$ cat src/rtl/cross_neighbour_mean_filter_top_defines.svh
// ----------------------------------------------------------------------------
// Assertion macros for the cross neighbour mean filter
// Shared property forms, clocked on clock and disabled in reset.
// ----------------------------------------------------------------------------
`ifndef CROSS_NEIGHBOUR_MEAN_FILTER_TOP_DEFINES_SVH
`define CROSS_NEIGHBOUR_MEAN_FILTER_TOP_DEFINES_SVH

// condition must hold at every edge out of reset
`define CNMF_ASSERT_ALWAYS(label, cond, msg) \
   label: assert property (@(posedge clock) disable iff (reset) (cond)) else $error(msg);

// consequent must hold in the cycle after the antecedent
`define CNMF_ASSERT_NEXT(label, ante, cons, msg) \
   label: assert property (@(posedge clock) disable iff (reset) (ante) |=> (cons)) \
      else $error(msg);

`endif

$ cat src/rtl/cnmf_pkg.sv
// ----------------------------------------------------------------------------
// cnmf_pkg
// Types and constants shared by the cross neighbour mean filter modules.
// ----------------------------------------------------------------------------
package cnmf_pkg;

   localparam int PIX_W          = 8;
   localparam int CFG_W          = 9;
   localparam int SUM_W          = 11;   // five 8-bit terms
   localparam int POS_OUT_W      = 8;
   localparam int CSR_IDX_W      = 1;
   localparam int DEF_MAX_WIDTH  = 256;
   localparam int DEF_MAX_HEIGHT = 256;

   localparam logic [CFG_W-1:0] CFG_SIZE_RESET = 9'd256;

   localparam logic [CSR_IDX_W-1:0] CSR_IMAGE_WIDTH  = 1'd0;
   localparam logic [CSR_IDX_W-1:0] CSR_IMAGE_HEIGHT = 1'd1;

   // floor(x/5) == (x*13108)>>16 for every x below 1276
   localparam int                  DIV5_MUL_W = 14;
   localparam logic [DIV5_MUL_W-1:0] DIV5_MUL = 14'd13108;
   localparam int                  DIV5_SHIFT = 16;

   // one line store entry: previous row and the row before it
   typedef struct packed {
      logic [PIX_W-1:0] above;
      logic [PIX_W-1:0] two_above;
   } line_word_type;

   // one column of the window
   typedef struct packed {
      logic [PIX_W-1:0] pix;
      logic [PIX_W-1:0] up;
      logic [PIX_W-1:0] up2;
   } column_type;

   typedef struct packed {
      logic [SUM_W-1:0]     sum;
      logic [POS_OUT_W-1:0] row;
      logic [POS_OUT_W-1:0] col;
      logic                 run_last;
      logic                 frame_last;
   } pend_type;

endpackage

$ cat src/rtl/cnmf_cell.sv
// ----------------------------------------------------------------------------
// cnmf_cell
// One window column register: takes its neighbor's column on a step, or the
// column being written this cycle when the two refer to the same place.
// ----------------------------------------------------------------------------
module cnmf_cell import cnmf_pkg::*; (
   input  logic       clock,
   input  logic       en,
   input  logic       hit,
   input  column_type d,
   input  column_type hit_d,
   output column_type q
);

   column_type q_ff;
   column_type q_in;

   assign q_in = hit ? hit_d : d;

   always_ff @(posedge clock) begin
      if (en) begin
         q_ff <= q_in;
      end
   end

   assign q = q_ff;

endmodule

$ cat src/rtl/cnmf_line_mem.sv
// ----------------------------------------------------------------------------
// cnmf_line_mem
// Line store: one write and one registered read port per cycle.
// ----------------------------------------------------------------------------
module cnmf_line_mem import cnmf_pkg::*; #(
   parameter int DEPTH = DEF_MAX_WIDTH,
   parameter int AW    = $clog2(DEF_MAX_WIDTH)
) (
   input  logic          clock,
   input  logic          wr_en,
   input  logic [AW-1:0] wr_addr,
   input  line_word_type wr_data,
   input  logic          rd_en,
   input  logic [AW-1:0] rd_addr,
   output line_word_type rd_data
);

   line_word_type mem [DEPTH];
   line_word_type rd_data_ff;

   always_ff @(posedge clock) begin
      if (wr_en) begin
         mem[wr_addr] <= wr_data;
      end
   end

   // read returns the contents before a write in the same cycle
   always_ff @(posedge clock) begin
      if (rd_en) begin
         rd_data_ff <= mem[rd_addr];
      end
   end

   assign rd_data = rd_data_ff;

endmodule

$ cat src/rtl/cross_neighbour_mean_filter_top.sv
// ----------------------------------------------------------------------------
// cross_neighbour_mean_filter_top
// Five-point cross mean filter over a raster-order 8-bit gray frame.
// req_ takes one pixel word per cycle; rsp_ returns filtered words with
// tdata = {col, row, pixel}, tlast on the last word caused by a pixel and
// tuser on the final word of the frame. csr_ writes width (index 0) and
// height (index 1); csr_ready is always high.
// Output (i-1,j) comes with input (i,j); on the last row each pixel past
// column 0 also yields (H-1,j-1), and the final pixel adds (H-1,W-1).
// Throughput: one pixel per cycle while a pixel makes at most one word and
// rsp_tready is high; on the last row a pixel makes two words (the final one
// three), and req_tready stays low until the single rsp_ word register takes
// the last of them; each word waits in a pending slot before that register.
// After reset and every csr write, ST_PRIME_A and ST_PRIME_B prefetch the
// line store into the window (req_tready low); an out-of-range position
// restarts at 0,0. A stalled receiver fills the word register and the
// pending slots, and then req_tready drops until they drain.
// ----------------------------------------------------------------------------
`include "cross_neighbour_mean_filter_top_defines.svh"

module cross_neighbour_mean_filter_top import cnmf_pkg::*; #(
   parameter int MAX_WIDTH  = DEF_MAX_WIDTH,
   parameter int MAX_HEIGHT = DEF_MAX_HEIGHT
) (
   input  logic                 clock,
   input  logic                 reset,
   input  logic                 req_tvalid,
   output logic                 req_tready,
   input  logic [7:0]           req_tdata,   // [7:0] pixel_in
   output logic                 rsp_tvalid,
   input  logic                 rsp_tready,
   output logic [23:0]          rsp_tdata,   // [7:0] pixel_out, [15:8] out_row, [23:16] out_col
   output logic                 rsp_tlast,
   output logic                 rsp_tuser,   // [0] frame_last
   input  logic                 csr_valid,
   output logic                 csr_ready,
   input  logic [CSR_IDX_W-1:0] csr_index,
   input  logic [CFG_W-1:0]     csr_data
);

   localparam int CW     = $clog2(MAX_WIDTH);
   localparam int RW     = $clog2(MAX_HEIGHT);
   localparam int WW     = CW + 1;
   localparam int HW     = RW + 1;
   localparam int PROD_W = SUM_W + DIV5_MUL_W;

   localparam logic [1:0] ST_PRIME_A = 2'd0;
   localparam logic [1:0] ST_PRIME_B = 2'd1;
   localparam logic [1:0] ST_RUN     = 2'd2;

   logic [1:0]       state_ff, state_in;
   logic [CFG_W-1:0] width_ff, width_in;
   logic [CFG_W-1:0] height_ff, height_in;
   logic [CW-1:0]    col_ff, col_in;
   logic [RW-1:0]    row_ff, row_in;
   logic [2:0]       pv_ff, pv_in;
   pend_type         pend_ff [3];
   pend_type         pend_in [3];
   logic             byp_ff, byp_in;
   line_word_type    byp_word_ff, byp_word_in;
   logic             rsp_valid_ff, rsp_valid_in;
   logic [23:0]      rsp_data_ff;
   logic             rsp_last_ff;
   logic             rsp_user_ff;

   logic [WW-1:0]    w_eff;
   logic [HW-1:0]    h_eff;
   logic             w_is1;
   logic             restart;
   logic [CW-1:0]    col_start;
   logic [WW-1:0]    col_x;
   logic [WW-1:0]    t1;
   logic [WW-1:0]    t2;
   logic [CW-1:0]    rd_addr;
   logic             rd_en;
   line_word_type    rd_word;
   line_word_type    r_word;
   line_word_type    wr_word;
   logic             csr_acc;
   logic             accept;
   logic [7:0]       p;

   column_type       cur_q, prev_q, prev2_q;
   column_type       cur_d, cur_hit_d, prev_d;
   logic             cur_en;

   logic             last_row;
   logic             j_pos, j_ge2, j_next_in, j_end, i_pos, i_ge2, h_gt1;
   logic [2:0]       new_v;
   pend_type         res_a, res_b, res_c;
   logic [2:0]       pop_mask;
   logic             pop_en;
   pend_type         pop_item;
   logic [PROD_W-1:0] prod;

   // ---------------------------------------------------------------- config
   assign csr_ready = 1'b1;
   assign csr_acc   = csr_valid && csr_ready;

   always_comb begin
      width_in  = width_ff;
      height_in = height_ff;
      if (csr_acc) begin
         case (csr_index)
            CSR_IMAGE_WIDTH:  width_in  = csr_data;
            CSR_IMAGE_HEIGHT: height_in = csr_data;
            default: ;
         endcase
      end
   end

   always_comb begin
      if (width_ff == '0) w_eff = WW'(1);
      else if (32'(width_ff) > 32'(MAX_WIDTH)) w_eff = WW'(MAX_WIDTH);
      else w_eff = WW'(width_ff);
      if (height_ff == '0) h_eff = HW'(1);
      else if (32'(height_ff) > 32'(MAX_HEIGHT)) h_eff = HW'(MAX_HEIGHT);
      else h_eff = HW'(height_ff);
   end

   assign w_is1 = (w_eff == WW'(1));

   // -------------------------------------------------------------- position
   assign p     = req_tdata;
   assign col_x = {1'b0, col_ff};

   assign restart   = ({1'b0, row_ff} >= h_eff) || (col_x >= w_eff);
   assign col_start = restart ? '0 : col_ff;

   assign last_row  = ({1'b0, row_ff} == (h_eff - HW'(1)));
   assign i_pos     = (row_ff != '0);
   assign i_ge2     = ({1'b0, row_ff} >= HW'(2));
   assign j_pos     = (col_ff != '0);
   assign j_ge2     = (col_x >= WW'(2));
   assign j_next_in = ((col_x + WW'(1)) < w_eff);
   assign j_end     = (col_x == (w_eff - WW'(1)));
   assign h_gt1     = (h_eff != HW'(1));

   always_comb begin
      state_in = state_ff;
      row_in   = row_ff;
      col_in   = col_ff;
      case (state_ff)
         ST_PRIME_A: begin
            state_in = ST_PRIME_B;
            if (restart) begin
               row_in = '0;
               col_in = '0;
            end
         end
         ST_PRIME_B: state_in = ST_RUN;
         ST_RUN: begin
            if (accept) begin
               if (!j_next_in) begin
                  col_in = '0;
                  row_in = (({1'b0, row_ff} + HW'(1)) >= h_eff) ? '0 : row_ff + RW'(1);
               end else begin
                  col_in = col_ff + CW'(1);
               end
            end
         end
         default: state_in = ST_PRIME_A;
      endcase
      if (csr_acc) begin
         state_in = ST_PRIME_A;
      end
   end

   // ------------------------------------------------------------ line store
   // prefetch runs two columns ahead; the bypass covers narrow frames where
   // the column read is the one written in the same cycle
   assign t1 = col_x + WW'(1);
   assign t2 = col_x + WW'(2);

   always_comb begin
      rd_addr = '0;
      case (state_ff)
         ST_PRIME_A: rd_addr = col_start;
         ST_PRIME_B: rd_addr = (t1 >= w_eff) ? '0 : t1[CW-1:0];
         ST_RUN: begin
            if (w_is1) rd_addr = '0;
            else if (t2 >= w_eff) rd_addr = CW'(t2 - w_eff);
            else rd_addr = t2[CW-1:0];
         end
         default: rd_addr = '0;
      endcase
   end

   assign rd_en = (state_ff == ST_PRIME_A) || (state_ff == ST_PRIME_B) || accept;

   assign wr_word.above     = p;
   assign wr_word.two_above = cur_q.up;

   cnmf_line_mem #(
      .DEPTH (MAX_WIDTH),
      .AW    (CW)
   ) u_line_mem (
      .clock   (clock),
      .wr_en   (accept),
      .wr_addr (col_ff),
      .wr_data (wr_word),
      .rd_en   (rd_en),
      .rd_addr (rd_addr),
      .rd_data (rd_word)
   );

   always_comb begin
      byp_in      = byp_ff;
      byp_word_in = byp_word_ff;
      if (accept) begin
         byp_in      = (rd_addr == col_ff);
         byp_word_in = wr_word;
      end else if (state_ff != ST_RUN) begin
         byp_in = 1'b0;
      end
   end

   assign r_word = byp_ff ? byp_word_ff : rd_word;

   // ---------------------------------------------------------- window cells
   assign cur_en        = accept || (state_ff == ST_PRIME_B);
   assign cur_d.pix     = '0;
   assign cur_d.up      = r_word.above;
   assign cur_d.up2     = r_word.two_above;
   assign cur_hit_d.pix = '0;
   assign cur_hit_d.up  = p;
   assign cur_hit_d.up2 = cur_q.up;
   assign prev_d.pix    = p;
   assign prev_d.up     = cur_q.up;
   assign prev_d.up2    = cur_q.up2;

   cnmf_cell u_cell_cur (
      .clock (clock),
      .en    (cur_en),
      .hit   (accept && w_is1),
      .d     (cur_d),
      .hit_d (cur_hit_d),
      .q     (cur_q)
   );

   cnmf_cell u_cell_prev (
      .clock (clock),
      .en    (accept),
      .hit   (1'b0),
      .d     (prev_d),
      .hit_d (cur_q),
      .q     (prev_q)
   );

   cnmf_cell u_cell_prev2 (
      .clock (clock),
      .en    (accept),
      .hit   (1'b0),
      .d     (prev_q),
      .hit_d (prev_q),
      .q     (prev2_q)
   );

   // ------------------------------------------------------------ cross sums
   // prev_q.up is the row above at column j-1, already rotated into the
   // older line; cur_q is column j, r_word column j+1
   assign new_v[0] = i_pos;
   assign new_v[1] = last_row && j_pos;
   assign new_v[2] = last_row && j_end;

   always_comb begin
      res_a.sum = SUM_W'(cur_q.up) + SUM_W'(p)
                + (i_ge2     ? SUM_W'(cur_q.up2)    : '0)
                + (j_pos     ? SUM_W'(prev_q.up)    : '0)
                + (j_next_in ? SUM_W'(r_word.above) : '0);
      res_a.row        = POS_OUT_W'(row_ff - RW'(1));
      res_a.col        = POS_OUT_W'(col_ff);
      res_a.run_last   = !(new_v[1] || new_v[2]);
      res_a.frame_last = 1'b0;

      res_b.sum = SUM_W'(prev_q.pix) + SUM_W'(p)
                + (j_ge2 ? SUM_W'(prev2_q.pix) : '0)
                + (h_gt1 ? SUM_W'(prev_q.up)   : '0);
      res_b.row        = POS_OUT_W'(row_ff);
      res_b.col        = POS_OUT_W'(col_ff - CW'(1));
      res_b.run_last   = !new_v[2];
      res_b.frame_last = 1'b0;

      res_c.sum = SUM_W'(p)
                + (j_pos ? SUM_W'(prev_q.pix) : '0)
                + (h_gt1 ? SUM_W'(cur_q.up)   : '0);
      res_c.row        = POS_OUT_W'(row_ff);
      res_c.col        = POS_OUT_W'(col_ff);
      res_c.run_last   = 1'b1;
      res_c.frame_last = 1'b1;
   end

   // ---------------------------------------------------- pending and output
   always_comb begin
      if (pv_ff[0]) begin
         pop_mask = 3'b001;
         pop_item = pend_ff[0];
      end else if (pv_ff[1]) begin
         pop_mask = 3'b010;
         pop_item = pend_ff[1];
      end else begin
         pop_mask = {pv_ff[2], 2'b00};
         pop_item = pend_ff[2];
      end
   end

   assign pop_en     = (pv_ff != '0) && (!rsp_valid_ff || rsp_tready);
   assign req_tready = (state_ff == ST_RUN) && ((pv_ff & ~(pop_en ? pop_mask : 3'b000)) == '0);
   assign accept     = req_tvalid && req_tready;

   always_comb begin
      pv_in      = pv_ff & ~(pop_en ? pop_mask : 3'b000);
      pend_in[0] = pend_ff[0];
      pend_in[1] = pend_ff[1];
      pend_in[2] = pend_ff[2];
      if (accept) begin
         pv_in      = new_v;
         pend_in[0] = res_a;
         pend_in[1] = res_b;
         pend_in[2] = res_c;
      end
   end

   assign prod = PROD_W'(pop_item.sum) * PROD_W'(DIV5_MUL);

   always_comb begin
      rsp_valid_in = rsp_valid_ff;
      if (pop_en) rsp_valid_in = 1'b1;
      else if (rsp_tready) rsp_valid_in = 1'b0;
   end

   always_ff @(posedge clock) begin
      if (reset) begin
         state_ff     <= ST_PRIME_A;
         width_ff     <= CFG_SIZE_RESET;
         height_ff    <= CFG_SIZE_RESET;
         col_ff       <= '0;
         row_ff       <= '0;
         pv_ff        <= '0;
         rsp_valid_ff <= 1'b0;
      end else begin
         state_ff     <= state_in;
         width_ff     <= width_in;
         height_ff    <= height_in;
         col_ff       <= col_in;
         row_ff       <= row_in;
         pv_ff        <= pv_in;
         rsp_valid_ff <= rsp_valid_in;
      end
   end

   always_ff @(posedge clock) begin
      pend_ff[0]  <= pend_in[0];
      pend_ff[1]  <= pend_in[1];
      pend_ff[2]  <= pend_in[2];
      byp_ff      <= byp_in;
      byp_word_ff <= byp_word_in;
      if (pop_en) begin
         rsp_data_ff <= {pop_item.col, pop_item.row, prod[DIV5_SHIFT +: PIX_W]};
         rsp_last_ff <= pop_item.run_last;
         rsp_user_ff <= pop_item.frame_last;
      end
   end

   assign rsp_tvalid = rsp_valid_ff;
   assign rsp_tdata  = rsp_data_ff;
   assign rsp_tlast  = rsp_last_ff;
   assign rsp_tuser  = rsp_user_ff;

   // ------------------------------------------------------------ assertions
   `CNMF_ASSERT_NEXT(a_pend_drains, pv_ff != '0, rsp_valid_ff, "pending word not presented")
   `CNMF_ASSERT_ALWAYS(a_frame_last, !(rsp_tvalid && rsp_tuser) || rsp_tlast, "frame end without tlast")
   `CNMF_ASSERT_NEXT(a_csr_primes, csr_acc, !req_tready, "pixel taken during prefetch")
   `CNMF_ASSERT_ALWAYS(a_pos_range, state_ff != ST_RUN || (!restart), "position outside frame")

endmodule

$ cat config.mk
export PLATFORM = sky130hd
export DESIGN_NAME = cross_neighbour_mean_filter_top
export DESIGN_NICKNAME = d
export VERILOG_FILES = /design/src/rtl/cnmf_pkg.sv /design/src/rtl/cnmf_cell.sv /design/src/rtl/cnmf_line_mem.sv /design/src/rtl/cross_neighbour_mean_filter_top.sv
export VERILOG_INCLUDE_DIRS = /design/src /design/src/rtl
export SDC_FILE = /design/constraint.sdc
export NUM_CORES = 2
export LEC_CHECK = 0
export ABC_CLOCK_PERIOD_IN_PS = 6500
export BUFFER_PORTS_ARGS = -buffer_cell sky130_fd_sc_hd__buf_2
export CORE_UTILIZATION = 43
export CTS_BUF_LIST = sky130_fd_sc_hd__clkbuf_8
export CTS_CLUSTER_DIAMETER = 40
export DETAILED_ROUTE_END_ITERATION = 8
export HOLD_SLACK_MARGIN = 0.1
export SETUP_SLACK_MARGIN = 0.3
export SLEW_MARGIN = 20
export SYNTH_ARGS = -nofsm -noshare
export SYNTH_HDL_FRONTEND = slang
export SYNTH_HIERARCHICAL = 1
export SYNTH_MEMORY_MAX_BITS = 65536
export SYNTH_SLANG_ARGS = --single-unit
export TNS_END_PERCENT = 100
$ cat constraint.sdc
create_clock -name clock -period 6.5 [get_ports clock]
set_input_delay 0.975 -clock clock [delete_from_list [all_inputs] [get_ports clock]]
set_output_delay 0.975 -clock clock [all_outputs]
set_load 0.1 [all_outputs]
After elaboration in Yosys (flattened, before gate mapping)
Memory sizes are Yosys's and may differ from the RTL's. A register that Yosys moved wholly into a read port is not among the register bits. Cells that the tools add are included.

Register bits after elaboration: 107. Latch bits: 0. Memory bits (writable): 4183. ROM bits: 0. Input port bits: 23. Output and inout bits: 29. Memories kept: 2.

Add/sub/neg operators: 19. Multiply operators: 1. Divide/modulo/power cells: 0. Order comparisons: 10. Eq/ne operators: 11. Shifts and indexed selects: 0. Multiplexer cells: 40. Bitwise operators: 3. Reductions and logical operators: 30.

Memories: u_line_mem.mem (words 256, width 16, read ports 1, clocked after Yosys merged registers in 1, write ports 1, line cnmf_line_mem.sv:18) `line_word_type mem [DEPTH];`; pend_ff (words 3, width 29, read ports 3, clocked after Yosys merged registers in 0, write ports 3, line cross_neighbour_mean_filter_top.sv:57) `pend_type pend_ff [3];`.

Operators with widths (number): 2-to-1 mux 8 bit (17); 2-to-1 mux 87 bit (1); 2-to-1 mux 29 bit (2); 2-to-1 mux 9 bit (4); 2-to-1 mux 16 bit (2); case mux 8 bit (2 select lines) (2); adder 9 x 8 -> 10 bit (3); adder 8 x 8 -> 9 bit (3); greater-or-equal comparator 9 bit (3); case mux 8 bit (3 select lines) (1); adder 10 x 8 -> 11 bit (2); multiplier 11 x 12 -> 22 bit (second input constant) (1); adder 8 x 1 -> 9 bit (second input constant) (2); == test 8 x 9 -> 1 bit (2); greater-or-equal comparator 8 x 9 -> 1 bit (2); greater-than comparator 9 bit (second input constant) (2); zero test 9 bit (2); subtractor 9 x 1 -> 9 bit (second input constant) (2); adder 8 x 1 -> 8 bit (second input constant) (2); greater-or-equal comparator 8 x 2 -> 1 bit (second input constant) (2); nonzero test 8 bit (2); subtractor 8 x 1 -> 8 bit (second input constant) (2); 2-to-1 mux 3 bit (4); adder 11 x 8 -> 11 bit (1); other kinds (24) (48).

Longest topological paths before layout
Depth in word-level cells: 11. Depth in mapped cells: 26. Mapped depth without buffers: 22.

By module
The synthesis kept the hierarchy.

By module, submodules not included: cnmf_line_mem (times used 1, cells each 7360, area each 158874.9 um^2, seq. area each 123478.4 um^2); cross_neighbour_mean_filter_top (times used 1, cells each 1254, area each 12573.3 um^2, seq. area each 4043.9 um^2); cnmf_cell (times used 3, cells each 51, area each 1117.3 um^2, seq. area each 720.7 um^2).

Worst setup path before layout
OpenSTA, ideal clock, no wires.

Kind: in2reg. Start: input port rsp_tready. End: memory u_line_mem/mem[234][0] (netlist name) (enable). Library setup time: 0.388 ns. Arrival: 7.104 ns. Required time: 6.112 ns. Slack: -0.993 ns. Stages: 12. Cells stage by stage: nor2b_1 > clkbuf_1 > maj3_1 > nor2_1 > o21a_1 > nand2_1 > inv_1 > clkbuf_1 > clkbuf_1 > nand3_1 > clkbuf_1 > nor2_1.

Cells in the longest elaborated chain, start to end: 10.

Ends and longest elaborated chain: from (decl) (line cross_neighbour_mean_filter_top.sv:31) `input logic rsp_tready,`; logical OR 1 bit (line cross_neighbour_mean_filter_top.sv:307) `assign pop_en = (pv_ff != '0) && (!rsp_valid_ff || rsp_tready);`; logical AND 1 bit (line cross_neighbour_mean_filter_top.sv:307); 2-to-1 mux 3 bit (line cross_neighbour_mean_filter_top.sv:308) `assign req_tready = (state_ff == ST_RUN) && ((pv_ff & ~(pop_en ? pop_mask : 3'b000)) == '0);`; NOT 3 bit (line cross_neighbour_mean_filter_top.sv:308); AND 3 bit (line cross_neighbour_mean_filter_top.sv:308); zero test 3 bit (line cross_neighbour_mean_filter_top.sv:308); logical AND 1 bit (line cross_neighbour_mean_filter_top.sv:308); via req_tready (line cross_neighbour_mean_filter_top.sv:28) `output logic req_tready,`; logical AND 1 bit (line cross_neighbour_mean_filter_top.sv:309) `assign accept = req_tvalid && req_tready;`; via accept (line cross_neighbour_mean_filter_top.sv:80) `logic accept;`; 2-to-1 mux 1 bit (line cnmf_line_mem.sv:22) `if (wr_en) begin`; 2-to-1 mux 1 bit (implied by the code) (line cnmf_line_mem.sv:23) `mem[wr_addr] <= wr_data;`; to (decl) (line cnmf_line_mem.sv:18).

The timed path passes the listed nets, and every way through them passes these cells.

Worst setup path after layout
Start: register col_ff[2]. End: register u_line_mem/rd_data[4] (netlist name).

Cells in the longest elaborated chain, start to end: 5. Elaborated cells on any way between the ends: 12.

Ends and longest elaborated chain: from (decl) (line cross_neighbour_mean_filter_top.sv:54) `logic [CW-1:0] col_ff, col_in;`; from (signal assigned) (line cross_neighbour_mean_filter_top.sv:345) `col_ff <= col_in;`; adder 8 x 2 -> 9 bit (line cross_neighbour_mean_filter_top.sv:173) `assign t2 = col_x + WW'(2);`; greater-or-equal comparator 9 bit (line cross_neighbour_mean_filter_top.sv:182) `else if (t2 >= w_eff) rd_addr = CW'(t2 - w_eff);`; 2-to-1 mux 8 bit (line cross_neighbour_mean_filter_top.sv:182); 2-to-1 mux 8 bit (line cross_neighbour_mean_filter_top.sv:181) `if (w_is1) rd_addr = '0;`; case mux 8 bit (3 select lines) * (line cross_neighbour_mean_filter_top.sv:177) `case (state_ff)`; via rd_addr[1] (line cross_neighbour_mean_filter_top.sv:74) `logic [CW-1:0] rd_addr;`.

The timed path passes the listed nets; every way through them passes the cells marked *. A chain may end at the register's enable or synchronous reset.

==> impl_metrics.json <==
{
  "coreArea_sq_um": 402300,
  "fin_setup_tns_ns": 0,
  "cts_tree": "built",
  "peakVddDrop_mv": 0.1983,
  "die_x_um": 637.6,
  "layout_common_cells": "edfxtp_1, mux4_2, clkbuf_8, buf_4, mux2i_1",
  "cap_violations": 0,
  "grt_pass1_vias": 92140,
  "p_leak_uw": 0.06337,
  "clk_transition_reported_paths_ns": 0.06,
  "worstSkewPairLatency_ns": 1.25,
  "cts_buffers": 680,
  "grt_overflow": 0,
  "fp.dieH_um": 637.6,
  "layout_commonest_cell": "edfxtp_1",
  "wirelength_um": 481000,
  "die_area_sq_um": 406500,
  "globalRouteTotalUtil_pct": 23.13,
  "antenna_found_initial": 22,
  "fin_crit_sh_pct": 94.77,
  "wl_per_cell_um": 30.94,
  "drt_iter0_markers": 10710,
  "outcome": "completed",
  "path_buf_inv": 4,
  "path_class": "reg2reg",
  "crit_top_cell": "buf_12",
  "cp.required_ns": 7.54,
  "drtAntennaViolNets": 0,
  "grt_max_degree": 211,
  "drive_gt1_share_pct": 27.54,
  "crit_chain": "ha_1 -> and3_1 -> nand2_1 -> nor2_1 -> xnor2_1 -> ha_1 -> a21o_1 -> a221o_1 -> nor3_1 -> buf_4 -> nand2_1 -> o221ai_4 -> buf_12 -> buf_12 -> buf_12 -> mux4_2 -> nor2_1 -> a22oi_1 -> nand4_1 -> or4b_4 -> nor4_2",
  "cp.depth": 21,
  "finalSetupViolCount": 0,
  "clockRootBuffer": "clkbuf_8",
  "synth.avg_cell_area_sq_um": 19.93,
  "drtPass1Iterations": 6,
  "fin_nets": 9962,
  "crit_start": "col_ff[2]",
  "final-hold-violation-count": 0,
  "fmax_mhz": 162.3,
  "slew_violations": 0,
  "r2r_slack_ns": 0.34,
  "initial_core_util_pct": 43.18,
  "worstMarginPinSlew_ns": 1.300,
  "reg2regPathDepth": 21,
  "fin_skew_ns": 0.07869,
  "grt_pass1_wl_um": 677600,
  "portBuffers": 50,
  "yosysWarnings": 6,
  "worstHoldPathType": "in2reg",
  "slowest_delay_ns": 0.75,
  "drc": 0,
  "end_kind": "flip-flop",
  "cp_max_fo": 54,
  "rsz0062_at_grt": "yes",
  "clock_path_buffers": 4,
  "htreeDepth": 6,
  "endpoint": "u_line_mem/rd_data[4]",
  "rr_endpoint": "u_line_mem/rd_data[4]",
  "gp_congestion": 0.8659,
  "syn-instance-count": 8718,
  "hpwl_um": 292800,
  "pin_count": 52,
  "vias_per_cell": 5.926,
  "cts.sinks": 4308,
  "powerDensity_nw_per_um2": 276.5,
  "relSlewSlack_pct": 13.35,
  "vias": 92110,
  "syn_area_sq_um": 173700,
  "rows": 233,
  "period_needed_ns": 6.160,
  "area_growth_pct": 14.47,
  "startpoint_type": "flip-flop",
  "crit_family": "simple AND/OR/NAND/NOR gates",
  "rr_startpoint": "col_ff[2]",
  "worstPathArrival_ns": 7.20,
  "crit_slowest_cell": "or4b_4",
  "power_uw": 54990
}
[flip-flops by register name, summed over array words and instances, names as in the netlist, 2 cells and up]
signal / count
u_line_mem/rd_data: 16
height_ff: 9
u_cell_prev/q: 16
state_ff: 2
pend_ff: 65
u_line_mem/mem: 4096
col_ff: 8
u_cell_cur/q: 24
byp_word_ff: 16
u_cell_prev2/q: 8
pv_ff: 3
rsp_tdata: 24
width_ff: 9
row_ff: 8
[worst min-delay path by stage]
stage	cells after the start	start	end
floorplan	0	row_ff[2]	pend_ff[0][70]
global placement	2	height_ff[0]	height_ff[0]
detailed placement	2	height_ff[0]	height_ff[0]
CTS	4	rsp_tready	pv_ff[0]
global route	1	req_tdata[3]	u_line_mem/mem[209][11]
finish	1	req_tdata[3]	u_line_mem/mem[217][11]
[repair_timing]
action                                  in CTS  in global routing
gates cloned                                 2                 12
endpoints found under the setup margin      18                 18
pin swaps                                   12                 16
hold buffers                                20                  0
endpoints found under the hold margin      135                  0
buffers inserted                            11                 37
gates resized for setup                    108                 75
[power by group]
part	internal [uW]	switching, uW	total [uW]
combinational	1190	1710	2900
clock	10700	10700	21400
sequential	30600	34.4	30600
[through the flow]
| stage | setup WS [ns] | cell area, sq um | util (%) | instances | hold slack (ns) |
|---|---|---|---|---|---|
| global route | 0.2777 | 198800 | 49.42 | 15540 | 0.1500 |
| detailed placement | -0.6034 | 184300 | 45.81 | 14230 | 0.4715 |
| global placement | -0.8077 | 184200 | 45.78 | 14230 | 0.4620 |
| CTS | 0.2457 | 197800 | 49.16 | 15480 | 0.1010 |
| finish | 0.3402 | 198800 | 49.42 | 15540 | 0.2053 |
| floorplan | -0.4790 | 173800 | - | 8735 | 0.4348 |
[worst reg2reg max path: cells and delay by family, from the launching register on]
| family | cells | cell delay, ns |
|---|---|---|
| xor gates and xnor gates | 1 | 0.27 |
| AOI/OAI and AO/OA | 4 | 0.91 |
| DFF | 1 | 0.40 |
| and+or+nand+nor | 9 | 2.43 |
| muxes | 1 | 0.41 |
| buffers and inverters | 4 | 0.93 |
| adders and majority gates | 2 | 0.62 |
[layer usage]
metal | routed length (um) | global-route usage, %
met4 | 17780 | 8.198
met3 | 42620 | 4.796
met1 | 192200 | 31.59
met5 | 27 | 0
met2 | 228400 | 36.95
[final cells by class]
type | instances | area [sq um]
Timing Repair Buffer | 804 | 7639
Antenna cell | 11 | 27.53
Clock buffer | 689 | 9483
Inverter | 158 | 620.6
Tap cell | 5287 | 6615
Fill cell | 32550 | 203500
Multi-Input combinational cell | 3760 | 42480
Sequential cell | 4308 | 129000
Clock inverter | 526 | 3005
(Power assumes the default switching activity.)
